File: src/brz_pkg.sv
`timescale 1ns / 1ps
// ----------------------------------------------------------------------------
// brz_pkg: shared types and constants for the bilinear resize unit
// Sizes of the source store, field widths, configuration and queue item types.
// ----------------------------------------------------------------------------
package brz_pkg;

    localparam int MAX_WIDTH    = 256;
    localparam int MAX_HEIGHT   = 256;
    localparam int MAX_CHANNELS = 4;

    localparam int COORD_W  = 8;
    localparam int CHAN_W   = 2;
    localparam int SAMPLE_W = 8;
    localparam int SIZE_W   = 9;
    localparam int RATIO_W  = 25;
    localparam int FRAC_W   = 16;
    localparam int PROD_W   = SIZE_W + RATIO_W;
    localparam int POS_W    = PROD_W + 1;
    localparam int INT_W    = POS_W - FRAC_W + 1;
    localparam int WGT_W    = FRAC_W + 1;
    localparam int ROW_W    = SAMPLE_W + WGT_W;
    localparam int BLEND_W  = ROW_W + WGT_W;

    // four banks by row and column parity
    localparam int NUM_BANKS  = 4;
    localparam int BANK_DEPTH = MAX_WIDTH * MAX_HEIGHT * MAX_CHANNELS / NUM_BANKS;
    localparam int BANK_AW    = 2 * (COORD_W - 1) + CHAN_W;

    localparam int FIFO_DEPTH = 4;
    localparam int FIFO_AW    = 2;

    localparam int CFG_IDX_W = 3;

    typedef enum logic [CFG_IDX_W-1:0] {
        REG_SOURCE_WIDTH  = 3'd0,
        REG_SOURCE_HEIGHT = 3'd1,
        REG_X_RATIO       = 3'd2,
        REG_Y_RATIO       = 3'd3,
        REG_INTERP_MODE   = 3'd4
    } cfg_reg_t;

    typedef enum logic {
        MODE_NEAREST  = 1'b0,
        MODE_BILINEAR = 1'b1
    } interp_mode_t;

    typedef enum logic {
        KIND_STORE   = 1'b0,
        KIND_REQUEST = 1'b1
    } item_kind_t;

    typedef struct packed {
        logic [SIZE_W-1:0]  source_width;
        logic [SIZE_W-1:0]  source_height;
        logic [RATIO_W-1:0] x_ratio;
        logic [RATIO_W-1:0] y_ratio;
        interp_mode_t       interp_mode;
    } cfg_t;

    // classified operation handed from front to back
    typedef struct packed {
        logic                 write;
        logic [COORD_W-1:0]   x0;
        logic [COORD_W-1:0]   x1;
        logic [COORD_W-1:0]   y0;
        logic [COORD_W-1:0]   y1;
        logic [CHAN_W-1:0]    chan;
        logic [SAMPLE_W-1:0]  sample;
        logic [FRAC_W-1:0]    tx;
        logic [FRAC_W-1:0]    ty;
    } item_t;

endpackage

File: src/brz_front.sv
`timescale 1ns / 1ps
// ----------------------------------------------------------------------------
// brz_front: item front end; stores pass their coordinates through
// Scales destination coordinates, then clamps neighbours and extracts weights.
// ----------------------------------------------------------------------------
module brz_front import brz_pkg::*; (
    input  logic                aclk,
    input  logic                aresetn,
    input  cfg_t                cfg,
    input  logic                s_valid,
    output logic                s_ready,
    input  logic                s_kind,
    input  logic [COORD_W-1:0]  s_pos_x,
    input  logic [COORD_W-1:0]  s_pos_y,
    input  logic [CHAN_W-1:0]   s_chan,
    input  logic [SAMPLE_W-1:0] s_sample_in,
    output logic                item_valid,
    input  logic                item_ready,
    output item_t               item
);

    // stage a: products (2i+1)*ratio
    logic                a_valid_reg;
    logic                a_kind_reg;
    logic [COORD_W-1:0]  a_x_reg, a_y_reg;
    logic [CHAN_W-1:0]   a_chan_reg;
    logic [SAMPLE_W-1:0] a_sample_reg;
    logic [PROD_W-1:0]   a_prod_x_reg, a_prod_y_reg;

    // stage b: classified item
    logic  b_valid_reg;
    item_t b_item_reg, b_item_next;

    logic en_a, en_b;

    assign en_b    = !b_valid_reg || item_ready;
    assign en_a    = !a_valid_reg || en_b;
    assign s_ready = en_a;

    assign item_valid = b_valid_reg;
    assign item       = b_item_reg;

    function automatic logic [SIZE_W-1:0] eff_size(input logic [SIZE_W-1:0] r,
                                                  input logic [SIZE_W-1:0] maxv);
        if (r == '0)
            return SIZE_W'(1);
        else if (r > maxv)
            return maxv;
        else
            return r;
    endfunction

    function automatic logic [COORD_W-1:0] clamp(input logic signed [INT_W-1:0] v,
                                                input logic [SIZE_W-1:0] size);
        logic signed [INT_W-1:0] lim;
        lim = $signed({{(INT_W-SIZE_W){1'b0}}, size}) - INT_W'(1);
        if (v < 0)
            return '0;
        else if (v > lim)
            return lim[COORD_W-1:0];
        else
            return v[COORD_W-1:0];
    endfunction

    logic [SIZE_W-1:0]       w_eff, h_eff;
    logic signed [POS_W-1:0] fx, fy, rx, ry;
    logic signed [INT_W-1:0] fl_x, fl_y, nr_x, nr_y;

    always_comb begin
        w_eff = eff_size(cfg.source_width, SIZE_W'(MAX_WIDTH));
        h_eff = eff_size(cfg.source_height, SIZE_W'(MAX_HEIGHT));
        fx = $signed({1'b0, 1'b0, a_prod_x_reg[PROD_W-1:1]}) - POS_W'(32768);
        fy = $signed({1'b0, 1'b0, a_prod_y_reg[PROD_W-1:1]}) - POS_W'(32768);
        rx = fx + POS_W'(32768);
        ry = fy + POS_W'(32768);
        fl_x = $signed({fx[POS_W-1], fx[POS_W-1:FRAC_W]});
        fl_y = $signed({fy[POS_W-1], fy[POS_W-1:FRAC_W]});
        // negative positions round to zero or minus one; both clamp to 0, so -1 is used
        nr_x = fx[POS_W-1] ? -INT_W'(1) : $signed({1'b0, rx[POS_W-1:FRAC_W]});
        nr_y = fy[POS_W-1] ? -INT_W'(1) : $signed({1'b0, ry[POS_W-1:FRAC_W]});

        b_item_next.write  = (a_kind_reg == KIND_STORE);
        b_item_next.chan   = a_chan_reg;
        b_item_next.sample = a_sample_reg;
        if (a_kind_reg == KIND_STORE) begin
            b_item_next.x0 = a_x_reg;
            b_item_next.x1 = a_x_reg;
            b_item_next.y0 = a_y_reg;
            b_item_next.y1 = a_y_reg;
            b_item_next.tx = '0;
            b_item_next.ty = '0;
        end else if (cfg.interp_mode == MODE_NEAREST) begin
            b_item_next.x0 = clamp(nr_x, w_eff);
            b_item_next.x1 = b_item_next.x0;
            b_item_next.y0 = clamp(nr_y, h_eff);
            b_item_next.y1 = b_item_next.y0;
            b_item_next.tx = '0;
            b_item_next.ty = '0;
        end else begin
            b_item_next.x0 = clamp(fl_x, w_eff);
            b_item_next.x1 = clamp(fl_x + INT_W'(1), w_eff);
            b_item_next.y0 = clamp(fl_y, h_eff);
            b_item_next.y1 = clamp(fl_y + INT_W'(1), h_eff);
            b_item_next.tx = fx[FRAC_W-1:0];
            b_item_next.ty = fy[FRAC_W-1:0];
        end
    end

    always_ff @(posedge aclk) begin
        if (!aresetn) begin
            a_valid_reg <= 1'b0;
            b_valid_reg <= 1'b0;
        end else begin
            if (en_a)
                a_valid_reg <= s_valid;
            if (en_b)
                b_valid_reg <= a_valid_reg;
        end
    end

    always_ff @(posedge aclk) begin
        if (en_a && s_valid) begin
            a_kind_reg   <= s_kind;
            a_x_reg      <= s_pos_x;
            a_y_reg      <= s_pos_y;
            a_chan_reg   <= s_chan;
            a_sample_reg <= s_sample_in;
            a_prod_x_reg <= {s_pos_x, 1'b1} * cfg.x_ratio;
            a_prod_y_reg <= {s_pos_y, 1'b1} * cfg.y_ratio;
        end
        if (en_b && a_valid_reg)
            b_item_reg <= b_item_next;
    end

endmodule

File: config.mk
export PLATFORM = sky130hd
export DESIGN_NAME = brz_front
export DESIGN_NICKNAME = d
export VERILOG_FILES = /design/src/brz_pkg.sv /design/src/brz_front.sv
export SDC_FILE = /design/constraint.sdc
export NUM_CORES = 1
export LEC_CHECK = 0
export BUFFER_PORTS_ARGS = -buffer_cell sky130_fd_sc_hd__buf_2
export CORE_AREA = 2 2 198 200
export CTS_BUF_LIST = sky130_fd_sc_hd__clkbuf_2
export CTS_CLUSTER_DIAMETER = 100
export DETAILED_ROUTE_END_ITERATION = 16
export DIE_AREA = 0 0 200 202
export HOLD_SLACK_MARGIN = 0.03
export PLACE_DENSITY_LB_ADDON = 0.3
export SYNTH_ARGS = -nofsm -noshare
export SYNTH_HDL_FRONTEND = slang
export SYNTH_SLANG_ARGS = --single-unit
File: constraint.sdc
create_clock -name aclk -period 13.4 [get_ports aclk]
set_input_delay 1.34 -clock aclk [delete_from_list [all_inputs] [get_ports aclk]]
set_output_delay 1.34 -clock aclk [all_outputs]
set_load 0.02 [all_outputs]
==> impl_results.md <==
* Status: finished clean
* Post-synthesis async set-or-reset flop share at 0%
* Hold Vio Cnt, Final at 0
* Largest net degree at the start of global routing at 77
* Max reg flops at 75
* Setup TNS at 0 ns
* Die width at 200 um
* CTS resizes at 0
* Leading cell type in the layout, fill and taps excluded: inv_1
* Critical Path Max Stage Delay at 0.81 ns
* Finished Cell Area at 26500 um^2
* Average wire per standard cell at 18.9 um
* Worst VDD drop at 0.000133 V
* Initial antenna violation count at 3
* Clk_lat worst skew at 0.84 ns
* Worst EP required at 14.08 ns
* First-pass GRT wire length at 105000 um
* Critical Path Most Common Cell: ha_1
* Overall routed net length at 63300 um
* Tmin final at 6.41 ns
* Gr usage total at 32.9%
* Synth top area cells: fa_1 (26%), edfxtp_1 (20%), ha_1 (11%), inv_1 (6.0%), nand2_1 (5.3%)
* Worst hold path type: reg -> reg
* Cell depth of the worst hold path at 0
* Post-route DRC violation count at 0
* CP Capture Type: register
* Die ar. at 40400 um^2
* Synth top area share at 26.0%
* Critical-path cell list: inv_1 -> ha_1 -> xnor2_1 -> inv_1 -> ha_1 -> nand2_1 -> nor3_4 -> nand3_2 -> or4_4 -> nor4_4 -> xnor2_1 -> nand2_1 -> ha_1 -> and4_1 -> nand4_1 -> a211oi_1 -> nor2_1 -> and4_1 -> nor3_4 -> mux2_2 -> o221a_2 -> nor2_1
* Slew Viols, Final at 0
* Row count at 72
* Max clock buf depth at 2
* DRT Pass-1 Iters at 5
* Max_cap viols at 0
* Vias at 19800
* Type of the worst setup path: reg -> reg
* Leakage at 12.8 nW
* Slew @ Worst Pin at 1.03 ns
* Mean post-synth cell area at 9.33 um^2
* Die Ht at 202 um
* Primary FF master, synth: edfxtp_1
* Gr ovfl total at 0
* Clock-pin slew on the worst setup and hold paths at 0.24 ns
* Final worst path period share at 47.9%
* Yosys reg bits at 170
* Initial Utilization at 65.2%
* I/O Pins at 177
* Post-DP HPWL at 50300 um
* Final Power at 5.21 mW
* CTS Buf Count at 17
* Root buffer cell: clkbuf_2
* Post-CTS Setup Inserts at 0
* Initial DRC Count at 1346
* # hold bufs at CTS at 0
* Critical Path AT at 7.10 ns
* Slew Limit Headroom at 30.5%
* Unrepaired setup endpoints after global routing: no
* Port Buffers at 176
* Worst Setup Start Kind: register
* Setup-failing EPs final at 0
* Area growth syn-to-layout at 6.15%
* CTS tree: done
* Vias per cell at 5.93
* Post-route ant nets at 0
* Synth Instances at 2675
* Worst-path maximum fanout at 12
* CTS HTree Levels at 4
* Sequential area share after synthesis at 20.4%
* Post-Syn Area at 25000 um^2
* Pre-CTS WS at 6.23 ns
* Post-synth EDFFs at 168
* Final setup margin at 6.99 ns
* Dominant cell type by area after synthesis: fa_1
* Reg2reg path depth at 22
* Area after DPL at 26300 um^2
* Number of global-route vias before repair at 20900
* Layout cell share with drive strength beyond 1 at 8.86%
* Max stage delay cell, worst path: edfxtp_1
* Most frequent cells in the layout: inv_1 (401), nand2_1 (351), fa_1 (324), ha_1 (228)
* Number of distinct library cells after synthesis at 84
* Layout Nets at 3462
* FMAX at 156 MHz
* Core area at 38300 um^2
* Worst hold slack at 0.450 ns
* Placer congestion estimate at 0.963
* Worst Skew at 0.0464 ns
* PwrDens at 197 nW/um^2
* Synth warn at 0
* Clock sink count at 170
stage by stage:
step | cells | utilization, %
2_1_floorplan | 2732 | -
3_3_place_gp | 3309 | 68.7
3_5_place_dp | 3309 | 68.7
4_1_cts | 3339 | 69.2
5_1_grt | 3340 | 69.2
6_report | 3342 | 69.2
cells in the mapped netlist (all sizes together) (27+ instances only):
master    n
nor2    105
xnor2    99
mux2i    31
clkbuf  112
and3     43
nor2b    27
inv     402
nor3     36
a21oi    92
nand2   351
fa      324
nand3    34
o21ai    59
ha      228
xor2     46
edfxtp  168
and2    177
a21o     51
final timing paths:
path                     from       end  slack [ns]
min reg2reg     a_chan_reg[1]  item[41]        0.45
max reg2reg  a_prod_y_reg[16]  item[48]        6.99
min             a_chan_reg[1]  item[41]        0.45
max          a_prod_y_reg[16]  item[48]        6.99
layer usage:
| metal | wire (um) | up-vias | global-route usage (%) |
|---|---|---|---|
| li1 | - | 8987 | - |
| met1 | 25700 | 9731 | 43.1 |
| met2 | 30500 | 935 | 54.2 |
| met3 | 5140 | 165 | 6.89 |
| met4 | 1880 | 0 | 11.8 |
| met5 | 0 | - | 0 |
critical path, delay by kind of cell, from the launching register on:
kind	cells	cell delay, ns
xor gates and xnor gates	2	0.35
muxes	1	0.41
buffers and inverters	2	0.47
DFF	1	0.81
adders and majority gates	3	1.09
AOI/OAI and AO/OA	2	0.53
and+or+nand+nor	12	2.61
power breakdown:
group	total [mW]	switching, mW	internal, mW
clock network	0.257	0.189	0.0677
logic	3.95	2.31	1.64
registers	1.01	0.127	0.879
cell type report:
type | instances | area (um^2)
multi-input combinational | 2035 | 18100
fill | 2939 | 11800
sequential | 170 | 5080
inverter | 404 | 1520
timing repair buffer | 182 | 926
tap | 518 | 648
clock inverter | 13 | 123
clock buffer | 17 | 85.1
antenna | 3 | 7.51
cell families after synthesis:
group	after synthesis	share of synthesized area (%)
simple gates	892	18.1
fa+ha+maj	552	37.4
buf+inv	527	7.98
compound gates	349	9.40
flops	170	20.4
xor+xnor	145	5.16
mux	39	1.60
other cells	1	0.0150
Power figures use the tool's default switching activity.
