$ cat src/brz_pkg.sv
`timescale 1ns / 1ps
// ----------------------------------------------------------------------------
// brz_pkg: shared types and constants for the bilinear resize unit
// Sizes of the source store, field widths, configuration and queue item types.
// ----------------------------------------------------------------------------
package brz_pkg;

    localparam int MAX_WIDTH    = 256;
    localparam int MAX_HEIGHT   = 256;
    localparam int MAX_CHANNELS = 4;

    localparam int COORD_W  = 8;
    localparam int CHAN_W   = 2;
    localparam int SAMPLE_W = 8;
    localparam int SIZE_W   = 9;
    localparam int RATIO_W  = 25;
    localparam int FRAC_W   = 16;
    localparam int PROD_W   = SIZE_W + RATIO_W;
    localparam int POS_W    = PROD_W + 1;
    localparam int INT_W    = POS_W - FRAC_W + 1;
    localparam int WGT_W    = FRAC_W + 1;
    localparam int ROW_W    = SAMPLE_W + WGT_W;
    localparam int BLEND_W  = ROW_W + WGT_W;

    // four banks by row and column parity
    localparam int NUM_BANKS  = 4;
    localparam int BANK_DEPTH = MAX_WIDTH * MAX_HEIGHT * MAX_CHANNELS / NUM_BANKS;
    localparam int BANK_AW    = 2 * (COORD_W - 1) + CHAN_W;

    localparam int FIFO_DEPTH = 4;
    localparam int FIFO_AW    = 2;

    localparam int CFG_IDX_W = 3;

    typedef enum logic [CFG_IDX_W-1:0] {
        REG_SOURCE_WIDTH  = 3'd0,
        REG_SOURCE_HEIGHT = 3'd1,
        REG_X_RATIO       = 3'd2,
        REG_Y_RATIO       = 3'd3,
        REG_INTERP_MODE   = 3'd4
    } cfg_reg_t;

    typedef enum logic {
        MODE_NEAREST  = 1'b0,
        MODE_BILINEAR = 1'b1
    } interp_mode_t;

    typedef enum logic {
        KIND_STORE   = 1'b0,
        KIND_REQUEST = 1'b1
    } item_kind_t;

    typedef struct packed {
        logic [SIZE_W-1:0]  source_width;
        logic [SIZE_W-1:0]  source_height;
        logic [RATIO_W-1:0] x_ratio;
        logic [RATIO_W-1:0] y_ratio;
        interp_mode_t       interp_mode;
    } cfg_t;

    // classified operation handed from front to back
    typedef struct packed {
        logic                 write;
        logic [COORD_W-1:0]   x0;
        logic [COORD_W-1:0]   x1;
        logic [COORD_W-1:0]   y0;
        logic [COORD_W-1:0]   y1;
        logic [CHAN_W-1:0]    chan;
        logic [SAMPLE_W-1:0]  sample;
        logic [FRAC_W-1:0]    tx;
        logic [FRAC_W-1:0]    ty;
    } item_t;

endpackage

$ cat src/brz_fifo.sv
`timescale 1ns / 1ps
// ----------------------------------------------------------------------------
// brz_fifo: short queue between front and back
// Registered circular buffer of classified items.
// ----------------------------------------------------------------------------
module brz_fifo import brz_pkg::*; (
    input  logic  aclk,
    input  logic  aresetn,
    input  logic  push_valid,
    output logic  push_ready,
    input  item_t push_item,
    output logic  pop_valid,
    input  logic  pop_ready,
    output item_t pop_item
);

    item_t              buf_mem [FIFO_DEPTH];
    logic [FIFO_AW-1:0] wr_ptr_reg, rd_ptr_reg;
    logic [FIFO_AW:0]   count_reg, count_next;
    logic               push, pop;

    assign push_ready = (count_reg != (FIFO_AW+1)'(FIFO_DEPTH));
    assign pop_valid  = (count_reg != '0);
    assign pop_item   = buf_mem[rd_ptr_reg];
    assign push       = push_valid && push_ready;
    assign pop        = pop_valid && pop_ready;

    always_comb begin
        count_next = count_reg;
        if (push && !pop)
            count_next = count_reg + 1'b1;
        else if (pop && !push)
            count_next = count_reg - 1'b1;
    end

    always_ff @(posedge aclk) begin
        if (!aresetn) begin
            wr_ptr_reg <= '0;
            rd_ptr_reg <= '0;
            count_reg  <= '0;
        end else begin
            if (push)
                wr_ptr_reg <= wr_ptr_reg + 1'b1;
            if (pop)
                rd_ptr_reg <= rd_ptr_reg + 1'b1;
            count_reg <= count_next;
        end
    end

    always_ff @(posedge aclk) begin
        if (push)
            buf_mem[wr_ptr_reg] <= push_item;
    end

`ifndef NO_ASSERTIONS
    a_count_bound: assert property (@(posedge aclk) disable iff (!aresetn)
        count_reg <= (FIFO_AW+1)'(FIFO_DEPTH))
        else $error("queue count beyond depth");
    a_count_inc: assert property (@(posedge aclk) disable iff (!aresetn)
        (push && !pop) |=> (count_reg == $past(count_reg) + 1'b1))
        else $error("queue count did not follow push");
    a_ptr_track: assert property (@(posedge aclk) disable iff (!aresetn)
        (count_reg == '0 || count_reg == (FIFO_AW+1)'(FIFO_DEPTH)) |->
        (wr_ptr_reg == rd_ptr_reg))
        else $error("queue pointers disagree with count");
`endif

endmodule

$ cat config.mk
export PLATFORM = sky130hd
export DESIGN_NAME = brz_fifo
export DESIGN_NICKNAME = d
export VERILOG_FILES = /design/src/brz_pkg.sv /design/src/brz_fifo.sv
export SDC_FILE = /design/constraint.sdc
export NUM_CORES = 1
export LEC_CHECK = 0
export ABC_CLOCK_PERIOD_IN_PS = 4200
export CAP_MARGIN = 20
export CELL_PAD_IN_SITES_DETAIL_PLACEMENT = 0
export CELL_PAD_IN_SITES_GLOBAL_PLACEMENT = 1
export CORE_MARGIN = 2
export CORE_UTILIZATION = 50
export CTS_CLUSTER_SIZE = 12
export DETAILED_ROUTE_END_ITERATION = 12
export DONT_BUFFER_PORTS = 1
export PLACE_DENSITY = 0.79
export SETUP_SLACK_MARGIN = 0.1
export SLEW_MARGIN = 20
export SYNTH_ARGS = -nofsm -noshare
export SYNTH_HDL_FRONTEND = slang
export SYNTH_SLANG_ARGS = --single-unit
$ cat constraint.sdc
create_clock -name aclk -period 4.2 [get_ports aclk]
set_input_delay 0.84 -clock aclk [delete_from_list [all_inputs] [get_ports aclk]]
set_output_delay 0.84 -clock aclk [all_outputs]
set_load 0.05 [all_outputs]
==> results of run 1 <==
==> how the worst min path moves through the flow <==
stage	slack (ns)	endpoint	start	cells after the start
3_5_place_dp	0.52	wr_ptr_reg[1]	wr_ptr_reg[1]	2
6_report	0.39	buf_mem[1][33]	push_item[33]	0
4_1_cts	0.36	buf_mem[2][63]	push_item[63]	0
5_1_grt	0.36	buf_mem[0][18]	push_item[18]	0
3_3_place_gp	0.47	wr_ptr_reg[1]	wr_ptr_reg[1]	2
2_1_floorplan	0.47	wr_ptr_reg[1]	wr_ptr_reg[1]	2
==> power by group through the flow <==
stage          sequential [µW]  clock (µW)  combinational [µW]
2_1_floorplan             3890           0                2380
6_report                  3930        2410                2520
3_5_place_dp              4040           0                2520
3_3_place_gp              4020           0                2490
5_1_grt                   3970        2600                2620
4_1_cts                   3980        2470                2530
==> cell families after synthesis <==
group	Yosys count	share of synthesized area, %
DFF	309	81.3
muxes	78	15.2
buffers and inverters	20	1.20
and+or+nand+nor	17	0.809
adders and majority gates	6	0.731
AOI/OAI and AO/OA	5	0.399
xor gates and xnor gates	4	0.310
==> through the flow <==
step / power [µW] / hold WS [ns] / area, µm² / instances
final: 8860 / 0.387 / 12600 / 757
after global routing: 9190 / 0.357 / 12600 / 757
after CTS: 8980 / 0.361 / 12500 / 756
after detailed placement: 6560 / 0.520 / 11700 / 710
after global placement: 6510 / 0.475 / 11600 / 707
after floorplan: 6270 / 0.468 / 11300 / 439
==> cell usage in the layout, fill, tap and decap left out, drive strengths merged, types with 2 or more instances in the layout <==
| cell | netlist | routed |
|---|---|---|
| nand2 | 5 | 5 |
| inv | 3 | 4 |
| and2 | 8 | 8 |
| mux4 | 75 | 75 |
| buf | 14 | 9 |
| a21boi | 2 | 2 |
| mux2i | 3 | 3 |
| xnor2 | 3 | 3 |
| ha | 5 | 5 |
| clkbuf | 3 | 40 |
| dfxtp | 9 | 9 |
| clkinv | 0 | 4 |
| edfxtp | 300 | 300 |
| or3 | 2 | 2 |
==> area by class of cell <==
| cell class | count | area, µm² |
|---|---|---|
| Multi-Input combinational cell | 110 | 1980 |
| Clock buffer | 40 | 810 |
| Tap cell | 280 | 350 |
| Sequential cell | 309 | 9200 |
| Clock inverter | 6 | 61.3 |
| Inverter | 3 | 11.3 |
| Fill cell | 1576 | 9450 |
| Timing Repair Buffer | 9 | 160 |
==> critical path: cells and delay by family (launching register included) <==
family	cells	cell delay (ns)
buffers and inverters	1	0.39
muxes	1	0.71
DFF	1	0.75
==> layer usage <==
| metal | vias to the layer above | global-route usage, % |
|---|---|---|
| met2 | 144 | 26.2 |
| met5 | - | 0 |
| met4 | 0 | 3.84 |
| li1 | 1917 | - |
| met3 | 33 | 6.16 |
| met1 | 2343 | 19.2 |
==> impl_metrics.json, run 1 <==
{
  "grt_pass1_wl_um": 28000,
  "syn_avg_cell_area_um2": 25.7,
  "cp_cell_sequence": "buf_4, mux4_2",
  "holdBufCountCts": 0,
  "yosysWarningCount": 0,
  "grt_max_degree": 76,
  "synth_enable_flop_cells": 300,
  "slew_viol_final": 0,
  "setup_tns_ns": 0,
  "core_um2": 22000,
  "ant_nets": 0,
  "post-route-min-period_ns": 3.25,
  "fp.dieH_um": 154,
  "relSlewSlack_pct": 57.8,
  "max_stage_delay_ns": 0.75,
  "hp-class": "in2reg",
  "worstPathMaxFanout": 29,
  "setup_ws_ns": 0.954,
  "p_int_uw": 5830,
  "fp-row-count": 54,
  "die_w_um": 154,
  "postLayoutCoreUtil_pct": 57.1,
  "cp.arrival_ns": 2.41,
  "synth_area_um2": 11300,
  "track_usage_pct": 15.5,
  "grt_overflow": 0,
  "critical-path-slowest-cell": "dfxtp_4",
  "root_buffer": "clkbuf_16",
  "largest_reg_flops": 300,
  "required_ns": 3.36,
  "synth_area_leader_cell": "edfxtp_1",
  "synth_most_common_cell": "edfxtp_1",
  "worst_setup_path_end_kind": "output port",
  "clkTransAtPathRegs_ns": 0.06,
  "worstSetupPathType": "reg2out",
  "die_area_um2": 23800,
  "seqPwrFrac_pct": 44.3,
  "synth_top_flop_cell": "edfxtp_1",
  "wl_met3_um": 1820,
  "ys_types": 23,
  "rrSetupSlack_ns": 1.78,
  "crit_end": "pop_item[39]",
  "clk_latency_ns": 0.54,
  "m1WireLength_um": 6990,
  "clk_path_buf_depth": 3,
  "post_cts_buffers": 0,
  "drt-wirelength-per-cell_um": 24.4,
  "gp_congestion": 0.691,
  "async_flop_share_pct": 0,
  "dp_hpwl_um": 10900,
  "synth_seq_area_share_pct": 81.3,
  "area_growth_pct": 11.3,
  "hold_violations": 0,
  "pwr-share-clk_pct": 27.2,
  "synth.area.top_cells": "edfxtp_1, mux4_2, dfxtp_1",
  "power.share.switching_pct": 34.2,
  "startpoint_type": "register",
  "ys_ff_latch": 309,
  "final.setup_skew_ns": 0.00929,
  "cts_buffers": 31,
  "io_buffers": 0,
  "num_vias": 4437,
  "routed.top_layer": "met4",
  "status": "finished, final reports clean",
  "clock_sinks": 309,
  "ir_drop_mv": 0.466,
  "fmax_mhz": 308,
  "grt_pass1_vias": 4795,
  "comb_power_share_pct": 28.5,
  "route.met2.wl_um": 9310,
  "switchingPower_uw": 3030,
  "syn_inst": 439,
  "maxCapViolations": 0,
  "nNetsFinal": 549,
  "tightest_slew_ns": 0.634,
  "synthTopCellsByCount": "edfxtp_1, mux4_2, dfxtp_1, and2_1",
  "detail_route.iter0.violations": 208,
  "setup-violations-final": 0,
  "cts_resized": 0,
  "post-place-ws_ns": 1.42,
  "antenna_cells": 0,
  "finalCritPeriodShare_pct": 77.3,
  "cts_tree": "yes",
  "power_density_nw_per_um2": 705,
  "antenna_found_initial": 0,
  "r2r-start": "count_reg[0]",
  "routed_via_density": 5.86,
  "p_leak_uw": 0.00386,
  "syn-num-nets": 524,
  "worst_r2r_path_depth": 8,
  "io-pin-count": 156,
  "drc": 0,
  "drive_above_1_share_pct": 26.8,
  "rsz0062_at_grt": "no",
  "first_pass_iters": 5,
  "start_util_pct": 51.3,
  "htree_levels": 1,
  "rr_endpoint": "count_reg[2]",
  "synth_top_area_share_pct": 79.7,
  "wl_um": 18500
}
(Power assumes the default switching activity.)
==> run 2, diff against run 1 <==
--- a/config.mk
+++ b/config.mk
@@ -5,7 +5,7 @@
 export SDC_FILE = /design/constraint.sdc
 export NUM_CORES = 1
 export LEC_CHECK = 0
-export ABC_CLOCK_PERIOD_IN_PS = 4200
+export ABC_CLOCK_PERIOD_IN_PS = 3100
 export CAP_MARGIN = 20
 export CELL_PAD_IN_SITES_DETAIL_PLACEMENT = 0
 export CELL_PAD_IN_SITES_GLOBAL_PLACEMENT = 1
==> constraint.sdc (replaced) <==
create_clock -name aclk -period 3.1 [get_ports aclk]
set_input_delay 0.62 -clock aclk [delete_from_list [all_inputs] [get_ports aclk]]
set_output_delay 0.62 -clock aclk [all_outputs]
set_load 0.05 [all_outputs]
==> run 2 against run 1 <==
Setup slack got worse by 0.48 ns. Routed wire length increased by 1.7%. Worst hold slack got worse by 0.22 ns. Power increased by 37%. Final cell count increased by 2.0%. Sequential power increased by 33%. Via count increased by 0.32%. Highest routed layer unchanged.
==> impl_metrics.json, run 2 (synthesis results as in run 1) <==
{
  "ant_nets": 0,
  "pwr-share-clk_pct": 27.7,
  "hp-class": "in2reg",
  "fp.dieH_um": 154,
  "start_util_pct": 51.3,
  "hold_ws_ns": 0.164,
  "comb_power_share_pct": 29.3,
  "grt_util_met2_pct": 26.7,
  "grt_use_met1_pct": 19.0,
  "first_pass_iters": 4,
  "core_um2": 22000,
  "holdBufCountCts": 0,
  "worstSetupPathType": "reg2out",
  "track_usage_pct": 15.7,
  "post-route-min-period_ns": 2.62,
  "final.setup_skew_ns": 0.0116,
  "required_ns": 2.48,
  "nFillCells": 1568,
  "rr_endpoint": "count_reg[2]",
  "die_area_um2": 23800,
  "rrSetupSlack_ns": 0.59,
  "drc": 0,
  "relSlewSlack_pct": 65.5,
  "antenna_cells": 0,
  "num_vias": 4451,
  "io-pin-count": 156,
  "holdCritStartpoint": "push_item[7]",
  "gp_congestion": 0.697,
  "setup-violations-final": 0,
  "detail_route.iter0.violations": 196,
  "post_cts_buffers": 0,
  "ir_drop_mv": 0.601,
  "final_common_cell": "edfxtp_1",
  "worstPathMaxFanout": 41,
  "dp_hpwl_um": 11400,
  "grt_max_degree": 42,
  "status": "finished, final reports clean",
  "maxCapViolations": 0,
  "die_w_um": 154,
  "power_density_nw_per_um2": 960,
  "antenna_found_initial": 0,
  "slew_viol_final": 0,
  "met3_usage_pct": 5.94,
  "seqPwrFrac_pct": 43.0,
  "placedCellCount": 714,
  "cp.arrival_ns": 2.00,
  "p_leak_uw": 0.00388,
  "worst_r2r_path_depth": 8,
  "clk_latency_ns": 0.54,
  "startpoint_type": "register",
  "wl_um": 18800,
  "multi_input_area_um2": 1980,
  "cts_buffers": 31,
  "cts_tree": "yes",
  "worst_setup_path_end_kind": "output port",
  "grt_pass1_vias": 4869,
  "switchingPower_uw": 4160,
  "rsz0062_at_grt": "no",
  "root_buffer": "clkbuf_16",
  "grt_overflow": 0,
  "cts_resized": 0,
  "tightest_slew_ns": 0.518,
  "area_growth_pct": 11.9,
  "r2r-start": "count_reg[0]",
  "setup_tns_ns": 0,
  "io_buffers": 0,
  "clock_sinks": 309,
  "hold_end": "buf_mem[1][7]",
  "drt-wirelength-per-cell_um": 24.4,
  "clk_path_buf_depth": 3,
  "drive_above_1_share_pct": 26.4,
  "final-seq-area_um2": 9200,
  "instances_no_fill": 772,
  "htree_levels": 1,
  "hold_violations": 0,
  "hold_depth": 0,
  "finalCritPeriodShare_pct": 84.6,
  "routed_via_density": 5.77,
  "grt_pass1_wl_um": 28300,
  "top_usage_layer": "met2",
  "power_uw": 12100,
  "fmax_mhz": 381,
  "p_int_uw": 7980,
  "largest_reg_flops": 300,
  "clkTransAtPathRegs_ns": 0.06,
  "final_cell_mix": "edfxtp_1, mux4_2, clkbuf_16",
  "power.share.switching_pct": 34.2,
  "nNetsFinal": 552,
  "fp-row-count": 54
}
## run 2: changes by cell type in the layout (fill, tap and decap cells not counted)
cell and delta:
buf_16 -4, buf_4 +1, buf_12 +6, clkinvlp_4 +1, clkbuf_8 +1, clkbuf_1 +9, clkinv_4 -1, clkinv_1 +4
clkinv_2 -2
## run 2: layout make-up
type	instances	area share [%]
Inverter	3	0.0891
Clock inverter	8	0.515
Timing Repair Buffer	12	1.41
Tap cell	280	2.77
Multi-Input combinational cell	110	15.7
Clock buffer	50	6.78
Sequential cell	309	72.8
## run 2: power by group through the flow
stage	logic (µW)	registers (µW)	clock network [µW]
final	3560	5230	3360
after global routing	3700	5260	3610
after CTS	3620	5230	3450
after detailed placement	3610	5320	0
after global placement	3590	5280	0
after floorplan	3220	5250	0
## run 2: worst max-delay path by stage
stage / to / from / cells past startpoint / slack, ns
finish: pop_item[5] / register / 2 / 0.48
global route: pop_item[52] / register / 2 / 0.38
CTS: pop_item[32] / register / 2 / 0.43
detailed placement: count_reg[2] / push_valid / 7 / 0.60
global placement: count_reg[2] / push_valid / 7 / 0.81
floorplan: buf_mem[0][0] / push_valid / 2 / 0.78
## run 2: through the flow
stage	util (%)	area, µm²	setup slack (ns)
after floorplan	-	11300	0.780
after global placement	53.2	11700	0.805
after detailed placement	53.2	11700	0.604
after CTS	57.4	12600	0.434
after global routing	57.4	12600	0.380
final	57.4	12600	0.478
## run 2: critical path, stage by stage (launching register included)
cell and delay, ns:
dfxtp_4 0.37, buf_12 0.33, mux4_2 0.74
## run 2: metal layers
metal  vias to the layer above  share of wire, %
met5                         -                 0
met4                         0               2.3
met3                        35               9.3
met2                       157                50
met1                      2328                39
li1                       1931                 -
